<file path="src/telnet_cp_pkg.sv">
// Shared constants and types for the telnet command parser.
package telnet_cp_pkg;

    // Default subnegotiation buffer depth
    localparam int SUB_DEPTH_DEF = 16;

    // Telnet byte codes
    localparam logic [7:0] B_IAC  = 8'd255;
    localparam logic [7:0] B_DONT = 8'd254;
    localparam logic [7:0] B_DO   = 8'd253;
    localparam logic [7:0] B_WONT = 8'd252;
    localparam logic [7:0] B_WILL = 8'd251;
    localparam logic [7:0] B_SB   = 8'd250;
    localparam logic [7:0] B_SE   = 8'd240;

    // Window size option and its report length
    localparam logic [7:0] OPT_NAWS = 8'd31;
    localparam int         NAWS_LEN = 5;

    // Event kinds
    localparam logic [1:0] EV_DATA = 2'd0;
    localparam logic [1:0] EV_OPT  = 2'd1;
    localparam logic [1:0] EV_SE   = 2'd2;

    // Output field widths
    localparam int LEN_W  = 5;
    localparam int DIM_W  = 16;
    localparam int DATA_W = 64;

    // One result transaction
    typedef struct packed {
        logic [1:0]       event_kind;
        logic [7:0]       data_byte;
        logic [7:0]       cmd_code;
        logic [7:0]       opt_code;
        logic [LEN_W-1:0] sub_length;
        logic             size_updated;
        logic [DIM_W-1:0] win_width;
        logic [DIM_W-1:0] win_height;
    } tcp_result_t;

endpackage

</file>
<file path="src/telnet_command_parser.sv">
// Top level of the telnet command parser with window size capture.
//
// Usage:
//   s_ stream carries one received telnet byte per transaction (tdata[7:0]).
//   m_ stream carries zero or one event per received byte: tuser holds the
//   event kind (data byte, option command, subnegotiation end) and tdata the
//   event fields plus the current stored window width and height.
// Throughput: one byte per cycle while the output register has room. The parse
//   mode, command and buffer count are updated in the same cycle a byte is taken;
//   the result goes into a two-entry output register, so s_tready depends only on
//   that register's fill and not combinationally on m_tready.
// Reset: aresetn (synchronous, active low) returns to normal mode, clears the
//   pending command, buffer count and stored window size, and empties the
//   output register.
// Stall: while m_tready is low, results hold in the output register; once
//   both entries are full, s_tready drops until an entry drains.
module telnet_command_parser #(
    parameter int SUB_DEPTH = telnet_cp_pkg::SUB_DEPTH_DEF
) (
    input  logic        aclk,
    input  logic        aresetn,
    input  logic        s_tvalid,
    output logic        s_tready,
    input  logic [7:0]  s_tdata,   // [7:0] rx_byte
    output logic        m_tvalid,
    input  logic        m_tready,
    output logic [63:0] m_tdata,   // data_byte, cmd_code, opt_code, sub_length,
                                   // size_updated, win_width, win_height, zero pad
    output logic [1:0]  m_tuser    // event_kind
);
    import telnet_cp_pkg::*;

    logic        in_fire;
    logic        res_valid;
    tcp_result_t res;
    tcp_result_t out_res;

    assign in_fire = s_tvalid && s_tready;

    telnet_cp_parse #(
        .SUB_DEPTH (SUB_DEPTH)
    ) u_parse (
        .aclk      (aclk),
        .aresetn   (aresetn),
        .in_fire   (in_fire),
        .in_byte   (s_tdata),
        .res_valid (res_valid),
        .res       (res)
    );

    telnet_cp_outbuf u_outbuf (
        .aclk      (aclk),
        .aresetn   (aresetn),
        .push      (in_fire && res_valid),
        .push_data (res),
        .room      (s_tready),
        .out_valid (m_tvalid),
        .out_ready (m_tready),
        .out_data  (out_res)
    );

    // Pack result fields, lowest first
    assign m_tuser = out_res.event_kind;
    assign m_tdata = {2'b00, out_res.win_height, out_res.win_width,
                      out_res.size_updated, out_res.sub_length,
                      out_res.opt_code, out_res.cmd_code, out_res.data_byte};

endmodule

</file>
<file path="src/telnet_cp_parse.sv">
// Telnet parse state, subnegotiation capture and result formation.
module telnet_cp_parse #(
    parameter int SUB_DEPTH = telnet_cp_pkg::SUB_DEPTH_DEF
) (
    input  logic                       aclk,
    input  logic                       aresetn,
    input  logic                       in_fire,
    input  logic [7:0]                 in_byte,
    output logic                       res_valid,
    output telnet_cp_pkg::tcp_result_t res
);
    import telnet_cp_pkg::*;

    localparam int CNT_W = $clog2(SUB_DEPTH + 1);

    // Parser modes
    localparam logic [1:0] MODE_NORMAL = 2'd0;
    localparam logic [1:0] MODE_IAC    = 2'd1;
    localparam logic [1:0] MODE_CMD    = 2'd2;
    localparam logic [1:0] MODE_SUB    = 2'd3;

    logic [1:0]       mode_reg, mode_next;
    logic [7:0]       cmd_reg, cmd_next;
    logic [CNT_W-1:0] cnt_reg, cnt_next;
    logic [DIM_W-1:0] width_reg, width_next;
    logic [DIM_W-1:0] height_reg, height_next;
    // Only the first NAWS_LEN buffered bytes are ever inspected
    logic [7:0]       naws_reg [NAWS_LEN];
    logic             buf_wr;
    logic             is_cmd;
    logic             naws_hit;
    logic [LEN_W-1:0] len_sat;

    assign is_cmd = (in_byte == B_DO) || (in_byte == B_WILL) ||
                    (in_byte == B_DONT) || (in_byte == B_WONT);
    assign naws_hit = (32'(cnt_reg) == 32'(NAWS_LEN)) && (naws_reg[0] == OPT_NAWS);
    assign len_sat = (32'(cnt_reg) > 32'd31) ? 5'd31 : LEN_W'(cnt_reg);

    // Mode transitions and result selection
    always_comb begin
        mode_next   = mode_reg;
        cmd_next    = cmd_reg;
        cnt_next    = cnt_reg;
        width_next  = width_reg;
        height_next = height_reg;
        buf_wr      = 1'b0;
        res_valid   = 1'b0;
        res         = '0;
        unique case (mode_reg)
            MODE_NORMAL: begin
                if (in_byte == B_IAC) begin
                    mode_next = MODE_IAC;
                    cmd_next  = 8'd0;
                end else begin
                    res_valid     = 1'b1;
                    res.event_kind = EV_DATA;
                    res.data_byte  = in_byte;
                end
            end
            MODE_IAC: begin
                priority if (in_byte == B_SB) begin
                    mode_next = MODE_SUB;
                    cnt_next  = '0;
                end else if (in_byte == B_SE) begin
                    mode_next = MODE_NORMAL;
                    if (naws_hit) begin
                        width_next  = {naws_reg[1], naws_reg[2]};
                        height_next = {naws_reg[3], naws_reg[4]};
                    end
                    res_valid        = 1'b1;
                    res.event_kind   = EV_SE;
                    res.sub_length   = len_sat;
                    res.size_updated = naws_hit;
                end else if (is_cmd) begin
                    mode_next = MODE_CMD;
                    cmd_next  = in_byte;
                end else begin
                    mode_next      = MODE_NORMAL;
                    res_valid      = 1'b1;
                    res.event_kind = EV_OPT;
                    res.cmd_code   = cmd_reg;
                    res.opt_code   = in_byte;
                end
            end
            MODE_CMD: begin
                mode_next      = MODE_NORMAL;
                res_valid      = 1'b1;
                res.event_kind = EV_OPT;
                res.cmd_code   = cmd_reg;
                res.opt_code   = in_byte;
            end
            MODE_SUB: begin
                if (in_byte == B_IAC) begin
                    mode_next = MODE_IAC;
                    cmd_next  = 8'd0;
                end else if (cnt_reg < CNT_W'(SUB_DEPTH)) begin
                    buf_wr   = 1'b1;
                    cnt_next = cnt_reg + 1'b1;
                end
            end
            default: ;
        endcase
        // Window size reflects this transaction's update
        res.win_width  = width_next;
        res.win_height = height_next;
    end

    // Control state
    always_ff @(posedge aclk) begin
        if (!aresetn) begin
            mode_reg   <= MODE_NORMAL;
            cmd_reg    <= 8'd0;
            cnt_reg    <= '0;
            width_reg  <= '0;
            height_reg <= '0;
        end else if (in_fire) begin
            mode_reg   <= mode_next;
            cmd_reg    <= cmd_next;
            cnt_reg    <= cnt_next;
            width_reg  <= width_next;
            height_reg <= height_next;
        end
    end

    // Capture of the leading subnegotiation bytes
    always_ff @(posedge aclk) begin
        for (int i = 0; i < NAWS_LEN; i++) begin
            if (in_fire && buf_wr && (32'(cnt_reg) == i)) begin
                naws_reg[i] <= in_byte;
            end
        end
    end

endmodule

</file>
<file path="src/telnet_cp_outbuf.sv">
// Two-entry result register with skid slot for the master stream.
module telnet_cp_outbuf (
    input  logic                       aclk,
    input  logic                       aresetn,
    input  logic                       push,
    input  telnet_cp_pkg::tcp_result_t push_data,
    output logic                       room,
    output logic                       out_valid,
    input  logic                       out_ready,
    output telnet_cp_pkg::tcp_result_t out_data
);
    import telnet_cp_pkg::*;

    logic [1:0]  cnt_reg, cnt_next;
    tcp_result_t ent0_reg, ent0_next;
    tcp_result_t ent1_reg, ent1_next;
    logic        pop;

    assign out_valid = (cnt_reg != 2'd0);
    assign out_data  = ent0_reg;
    assign room      = (cnt_reg != 2'd2);
    assign pop       = out_valid && out_ready;

    // Slot update: head is always ent0
    always_comb begin
        cnt_next  = cnt_reg;
        ent0_next = ent0_reg;
        ent1_next = ent1_reg;
        unique case ({push, pop})
            2'b11: begin
                if (cnt_reg == 2'd1) begin
                    ent0_next = push_data;
                end else begin
                    ent0_next = ent1_reg;
                    ent1_next = push_data;
                end
            end
            2'b01: begin
                ent0_next = ent1_reg;
                cnt_next  = cnt_reg - 2'd1;
            end
            2'b10: begin
                if (cnt_reg == 2'd0) begin
                    ent0_next = push_data;
                end else begin
                    ent1_next = push_data;
                end
                cnt_next = cnt_reg + 2'd1;
            end
            default: ;
        endcase
    end

    always_ff @(posedge aclk) begin
        if (!aresetn) begin
            cnt_reg <= 2'd0;
        end else begin
            cnt_reg <= cnt_next;
        end
    end

    always_ff @(posedge aclk) begin
        ent0_reg <= ent0_next;
        ent1_reg <= ent1_next;
    end

endmodule

</file>
<file path="config.mk">
export PLATFORM = sky130hd
export DESIGN_NAME = telnet_command_parser
export DESIGN_NICKNAME = d
export VERILOG_FILES = /design/src/telnet_cp_pkg.sv /design/src/telnet_command_parser.sv /design/src/telnet_cp_parse.sv /design/src/telnet_cp_outbuf.sv
export SDC_FILE = /design/constraint.sdc
export NUM_CORES = 1
export LEC_CHECK = 0
export ABC_AREA = 1
export BUFFER_PORTS_ARGS = -buffer_cell sky130_fd_sc_hd__buf_2
export CORE_ASPECT_RATIO = 1.5
export CORE_MARGIN = 3
export CORE_UTILIZATION = 65
export DETAILED_ROUTE_END_ITERATION = 6
export PLACE_DENSITY = 0.85
export SETUP_SLACK_MARGIN = 0.2
export SYNTH_ARGS = -nofsm -noshare
export SYNTH_HDL_FRONTEND = slang
export SYNTH_HIERARCHICAL = 1
export SYNTH_SLANG_ARGS = --single-unit
</file>
<file path="constraint.sdc">
create_clock -name aclk -period 14.05 [get_ports aclk]
set_input_delay 0.7025 -clock aclk [delete_from_list [all_inputs] [get_ports aclk]]
set_output_delay 0.7025 -clock aclk [all_outputs]
set_load 0.01 [all_outputs]
</file>
After elaboration in Yosys (flattened, before gate mapping). Memories as Yosys holds them, arrays and structs flattened. Cells that the tools add are included.

Flip-flop bits (word level): 177. Memory bits (writable): 40. Memories kept: 1. Bits of input ports: 12.

Multiplexer cells: 71. Eq/ne operators: 31. $add $sub $neg: 3. Order comparisons: 1. Reductions and logical operators: 32.

Memories: u_parse.naws_reg (words 5, bits a word 8, read ports 5, clocked after memory_dff 0, wr ports 1, line telnet_cp_parse.sv:28) `logic [7:0] naws_reg [NAWS_LEN];`.

Operators by type and width (count): 64-bit 2-to-1 mux (4); 64-bit one-hot mux with 3 select lines (1); 16-bit 2-to-1 mux (10); 64-bit one-hot mux with 2 select lines (1); 8-bit 2-to-1 mux (10); 8-bit == test, second input constant (7); 16-bit one-hot mux with 2 select lines (1); 8-bit OR reduction (4); 1-bit 2-to-1 mux (22); 22-bit 2-to-1 mux (1); 8-bit one-hot mux with 2 select lines (1); 5-bit 2-to-1 mux (3); 2-bit 2-to-1 mux (6); 3-bit 2-to-1 mux (4); 6-bit 2-to-1 mux (2); 2-bit != test, second input constant (6); 2-bit one-hot mux with 3 select lines (2); 5-bit by 2-bit == test with 1-bit output, second input constant (2); 5-bit by 3-bit == test with 1-bit output, second input constant (2); 1-bit logical AND (10); 2-bit by 1-bit != test with 1-bit output, second input constant (5); 5-bit one-hot mux with 2 select lines (1); 2-bit nonzero test (5); 2-bit == test, second input constant (4); 18 further kinds (24).

Logic depth before layout (Yosys ltp).
Depth in word-level cells: 13. Depth in mapped cells: 17.

Hierarchy. The synthesis kept the hierarchy.

By module, submodules not included: telnet_cp_outbuf (cells each 784, times used 1, area an instance 6622.6 sq um); telnet_cp_parse (cells each 562, times used 1, area an instance 4346.7 sq um); telnet_command_parser (cells each 7, times used 1, area an instance 36.3 sq um).

Least setup slack after synthesis. OpenSTA, ideal clock, no wires.

Path type: in2reg. From: input s_tdata[5]. To: register u_outbuf.ent0_reg, in the netlist u_outbuf/out_data[0] (enable). Setup slack: 7397 ps. Data required time: 13476 ps. Library setup time: 574 ps. Arrival time: 6079 ps. Stages: 9. Path through: nand2_1 -> nor2_4 -> nand2_1 -> nand2_1 -> a31oi_1 -> inv_1 -> nor2_2 -> inv_1 -> o21ai_0.

Word-level cells in the longest chain between the ends: 12.

Ends and longest elaborated chain: start, declared (line telnet_command_parser.sv:24) `input logic [7:0] s_tdata,`; 8-bit == test (line telnet_cp_parse.sv:34) `assign is_cmd = (in_byte == B_DO) || (in_byte == B_WILL) ||`; 1-bit logical OR (2 in series) (line telnet_cp_parse.sv:34); 1-bit logical OR (line telnet_cp_parse.sv:35) `(in_byte == B_DONT) || (in_byte == B_WONT);`; 1-bit 2-to-1 mux (line telnet_cp_parse.sv:74) `end else if (is_cmd) begin`; 1-bit 2-to-1 mux (line telnet_cp_parse.sv:64) `end else if (in_byte == B_SE) begin`; 1-bit 2-to-1 mux (line telnet_cp_parse.sv:61) `priority if (in_byte == B_SB) begin`; 1-bit one-hot mux with 3 select lines (*) (line telnet_cp_parse.sv:49) `unique case (mode_reg)`; via res_valid (line telnet_command_parser.sv:34) `logic res_valid;`; 1-bit logical AND (*) (line telnet_command_parser.sv:54) `.push (in_fire && res_valid),`; 2-bit == test or 2-bit by 1-bit == test with 1-bit output (tied branches) (line telnet_cp_outbuf.sv:29) `unique case ({push, pop})`; 2-bit by 1-bit != test with 1-bit output (no line) or 3-bit nonzero test (tied branches); 2-bit AND reduction (no line) (*); end signal, assigned (line telnet_cp_outbuf.sv:63) `ent0_reg <= ent0_next;`; end, declared (line telnet_cp_outbuf.sv:15) `tcp_result_t ent0_reg, ent0_next;`.

The timed path passes the listed nets; every way through them passes the cells marked *. A chain may end at the register's enable or synchronous reset.

Worst setup path after layout.
From: register u_outbuf.cnt_reg[0]. To: memory u_parse.naws_reg[0][1] (enable).

Word-level cells in the longest chain between the ends: 11.

Ends and longest elaborated chain: start, declared (line telnet_cp_outbuf.sv:14) `logic [1:0] cnt_reg, cnt_next;`; start signal, assigned (line telnet_cp_outbuf.sv:58) `cnt_reg <= cnt_next;`; 2-bit != test (*) (line telnet_cp_outbuf.sv:21) `assign room = (cnt_reg != 2'd2);`; 1-bit logical AND (*) (line telnet_command_parser.sv:38) `assign in_fire = s_tvalid && s_tready;`; via in_fire (line telnet_command_parser.sv:33) `logic in_fire;`; 1-bit logical AND (*) (line telnet_cp_parse.sv:128) `if (in_fire && buf_wr && (32'(cnt_reg) == i)) begin`; 1-bit logical AND (line telnet_cp_parse.sv:128); 1-bit 2-to-1 mux (line telnet_cp_parse.sv:128); 1-bit 2-to-1 mux (not written as such) (line telnet_cp_parse.sv:129) `naws_reg[i] <= in_byte;`; 8-bit OR reduction (no line); 3-bit 2-to-1 mux (no line) or 1-bit 2-to-1 mux (tied branches) (4 in series); end, declared (line telnet_cp_parse.sv:28).

Marked as above.

==> metrics.md <==
| Metric | Value |
|---|---|
| Via count | `8736` |
| Final Cycle Share | `0.228` |
| Critical path's top delay family | `simple AND/OR/NAND/NOR gates` |
| Final ANT Viol Nets | `0` |
| Hold Path End | `u_parse/naws_reg[0][28]` |
| Outcome | `completed` |
| Final Hold Vio Count | `0` |
| Post-Route WL | `24600 um` |
| Leak Pwr | `5.30 nW` |
| H-tree depth | `1` |
| Clock sink count | `217` |
| Overall Power | `2.49 mW` |
| Most common cell on crit path | `inv_1` |
| Core box area | `16400 sq um` |
| Met3 global-route usage | `0.0335` |
| Setup bufs post-CTS | `0` |
| Worst Path Required | `14.16 ns` |
| Slew margin rel. | `0.243` |
| Hold_sp | `s_tdata[4]` |
| Most used DFF post-synth | `edfxtp_1` |
| Ys Warns | `6` |
| Largest net degree at the start of global routing | `75` |
| Placed Cells | `1576` |
| Grt ovf | `0` |
| Max FO, Critical Path | `67` |
| Yosys reg bits | `217` |
| Setup TNS | `0 ns` |
| Syn avg cell area | `8.13 sq um` |
| Layer carrying the most global-route usage | `met2` |
| Iteration-0 DRC Markers | `696` |
| P&R area growth vs syn | `7.92%` |
| Dpl hpwl | `15300 um` |
| Power Dens Cells | `210 nW/um^2` |
| Met1 Usage GRT | `0.306` |
| CTS buffer count | `21` |
| Initial antenna violation count | `0` |
| Reg-to-reg slack, setup | `10.85 ns` |
| Inserted Diodes | `0` |
| Core Rows | `57` |
| HP Class | `in -> reg` |
| Post-Synthesis Cells | `1353` |
| Ys async rst share | `0` |
| GR Util met2 | `0.484` |
| Worst hold stages | `1` |
| Share of cells above drive strength 1 | `0.114` |
| Final Worst Setup Slack | `10.85 ns` |
| Worst IR Drop VDD | `0.000222 V` |
| Post-synth EDFFs | `168` |
| Starting Density | `0.671` |
| Via/cell ratio | `5.42` |
| Max frequency | `312 MHz` |
| Cell Chain, Critical Path | `inv_1, ha_1, inv_1, nand2_1, inv_1, buf_4, inv_1, nor3_1, nand2_1, nor3_1` |
| Cell area after synthesis | `11000 sq um` |
| Min cycle time layout | `3.20 ns` |
| Register-to-Register Path Depth | `10` |
| Worst path bufs/invs | `5` |
| Total GRT Usage | `0.264` |
| DRC | `0` |
| Worst path depth | `10` |
| R2r endpoint | `u_parse/naws_reg[0][1]` |
| # fillers | `1225` |
| Chip width | `112 um` |
| GP Congestion | `0.872` |
| RR Startpoint | `u_outbuf/cnt_reg[0]` |
| Critical path class | `reg -> reg` |
| Root Buffer | `clkbuf_16` |
| Hold Buf Count CTS | `0` |
| Setup WS pre-CTS | `10.46 ns` |
| Drt wl/cell | `15.2 um` |
| Crit path DAT | `3.31 ns` |
| Nets@finish | `1420` |
| Least-Margin Pin Slew | `1.13 ns` |
| CP peak stage delay | `0.85 ns` |
| Clk slew on worst S/H paths | `0.06 ns` |
| Fin cells | `1613` |
| Max clock buf depth | `3` |
| DRT Pass-1 Iters | `5` |
| I/O Buffers | `77` |
| Max-Cap Viols | `0` |
| Fin. max-slew vios | `0` |
| Vias in the first global route | `8415` |
| Finish-stage setup viols | `0` |
| DIE AREA | `18600 sq um` |
| CP endpoint kind | `flip-flop` |
| First-pass GRT wire length | `40000 um` |
| Layout Skew | `0.00803 ns` |
| Die Height | `165 um` |
| Skew-Pair Late Insertion Delay | `0.49 ns` |
| Synth unique cells | `28` |
| CTS tree | `done` |
| IO Pins | `80` |
| Hold_ws | `0.486 ns` |
| Seq/Total Area, Yosys | `0.548` |
| Critical path's slowest cell | `nor3_1` |
| # resized after CTS | `0` |
| Crit start category | `flip-flop` |
| RSZ-0062 raised after global routing | `no` |
[layer usage]
metal	vias to the layer above	share of wire
li1	4298	-
met5	-	0
met4	0	0.044
met1	4002	0.38
met2	353	0.52
met3	83	0.061
[cell usage after synthesis, types with 15 or more instances]
master,number,share of area
a21oi_1,15,0.0068
buf_4,17,0.012
nor2_1,187,0.064
buf_2,30,0.014
nand2_2,33,0.019
o21ai_1,60,0.027
buf_6,16,0.016
ha_1,15,0.017
nand2_1,505,0.17
nand3_1,80,0.036
dfxtp_1,49,0.089
inv_1,143,0.049
edfxtp_1,168,0.46
[per-stage QoR]
| stage | instance area (sq um) | util |
|---|---|---|
| detailed placement | 11300 | 0.687 |
| global route | 11900 | 0.724 |
| global placement | 11300 | 0.687 |
| finish | 11900 | 0.724 |
| CTS | 11900 | 0.724 |
| floorplan | 11000 | - |
[cells by family after synthesis]
kind of cell               after synthesis  synth area share
DFF                                    217             0.548
AOI/OAI and AO/OA                       86            0.0402
other                                    1          0.000341
adders and majority gates               15            0.0171
buffers and inverters                  216            0.0938
and+or+nand+nor                        818             0.301
[final cells by class]
cell class / instances / area [sq um] / area share
multi-input combinational: 921 / 3990 / 0.336
sequential: 217 / 6030 / 0.507
clock inverter: 7 / 30.0 / 0.00253
inverter: 147 / 552 / 0.0465
timing repair buffer: 85 / 445 / 0.0375
tap: 206 / 258 / 0.0217
clock buffer: 30 / 579 / 0.0488
[layout by cell type, fill, tap and decap left out, types with 2 or more instances in the layout]
master / n
a21oi_1: 15
buf_2: 77
buf_4: 8
clkbuf_1: 7
clkbuf_16: 21
clkbuf_8: 2
clkinv_1: 5
clkinv_2: 3
conb_1: 2
dfxtp_1: 49
edfxtp_1: 168
ha_1: 12
ha_2: 2
inv_1: 142
inv_2: 4
nand2_1: 505
nand2_2: 33
nand3_1: 80
nor2_1: 186
nor2_2: 3
nor2_4: 3
nor3_1: 3
o21ai_0: 8
o21ai_1: 60
[how the worst max path moves through the flow]
stage	slack [ns]	to	start
4_1_cts	10.92	u_parse/naws_reg[0][1]	u_outbuf/cnt_reg[0]
2_1_floorplan	7.40	u_outbuf/out_data[0]	s_tdata[5]
3_5_place_dp	10.46	u_outbuf/ent1_reg[9]	s_tdata[7]
6_report	10.85	u_parse/naws_reg[0][1]	u_outbuf/cnt_reg[0]
5_1_grt	10.59	u_parse/naws_reg[0][6]	u_outbuf/cnt_reg[0]
3_3_place_gp	10.50	u_outbuf/out_data[9]	s_tdata[7]
[power breakdown]
part | total [mW] | switching [mW] | internal [mW]
clock network | 0.512 | 0.226 | 0.286
logic | 0.895 | 0.621 | 0.274
registers | 1.08 | 0.0841 | 0.999
total | 2.49 | 0.931 | 1.56
Power figures use the tool's default switching activity.
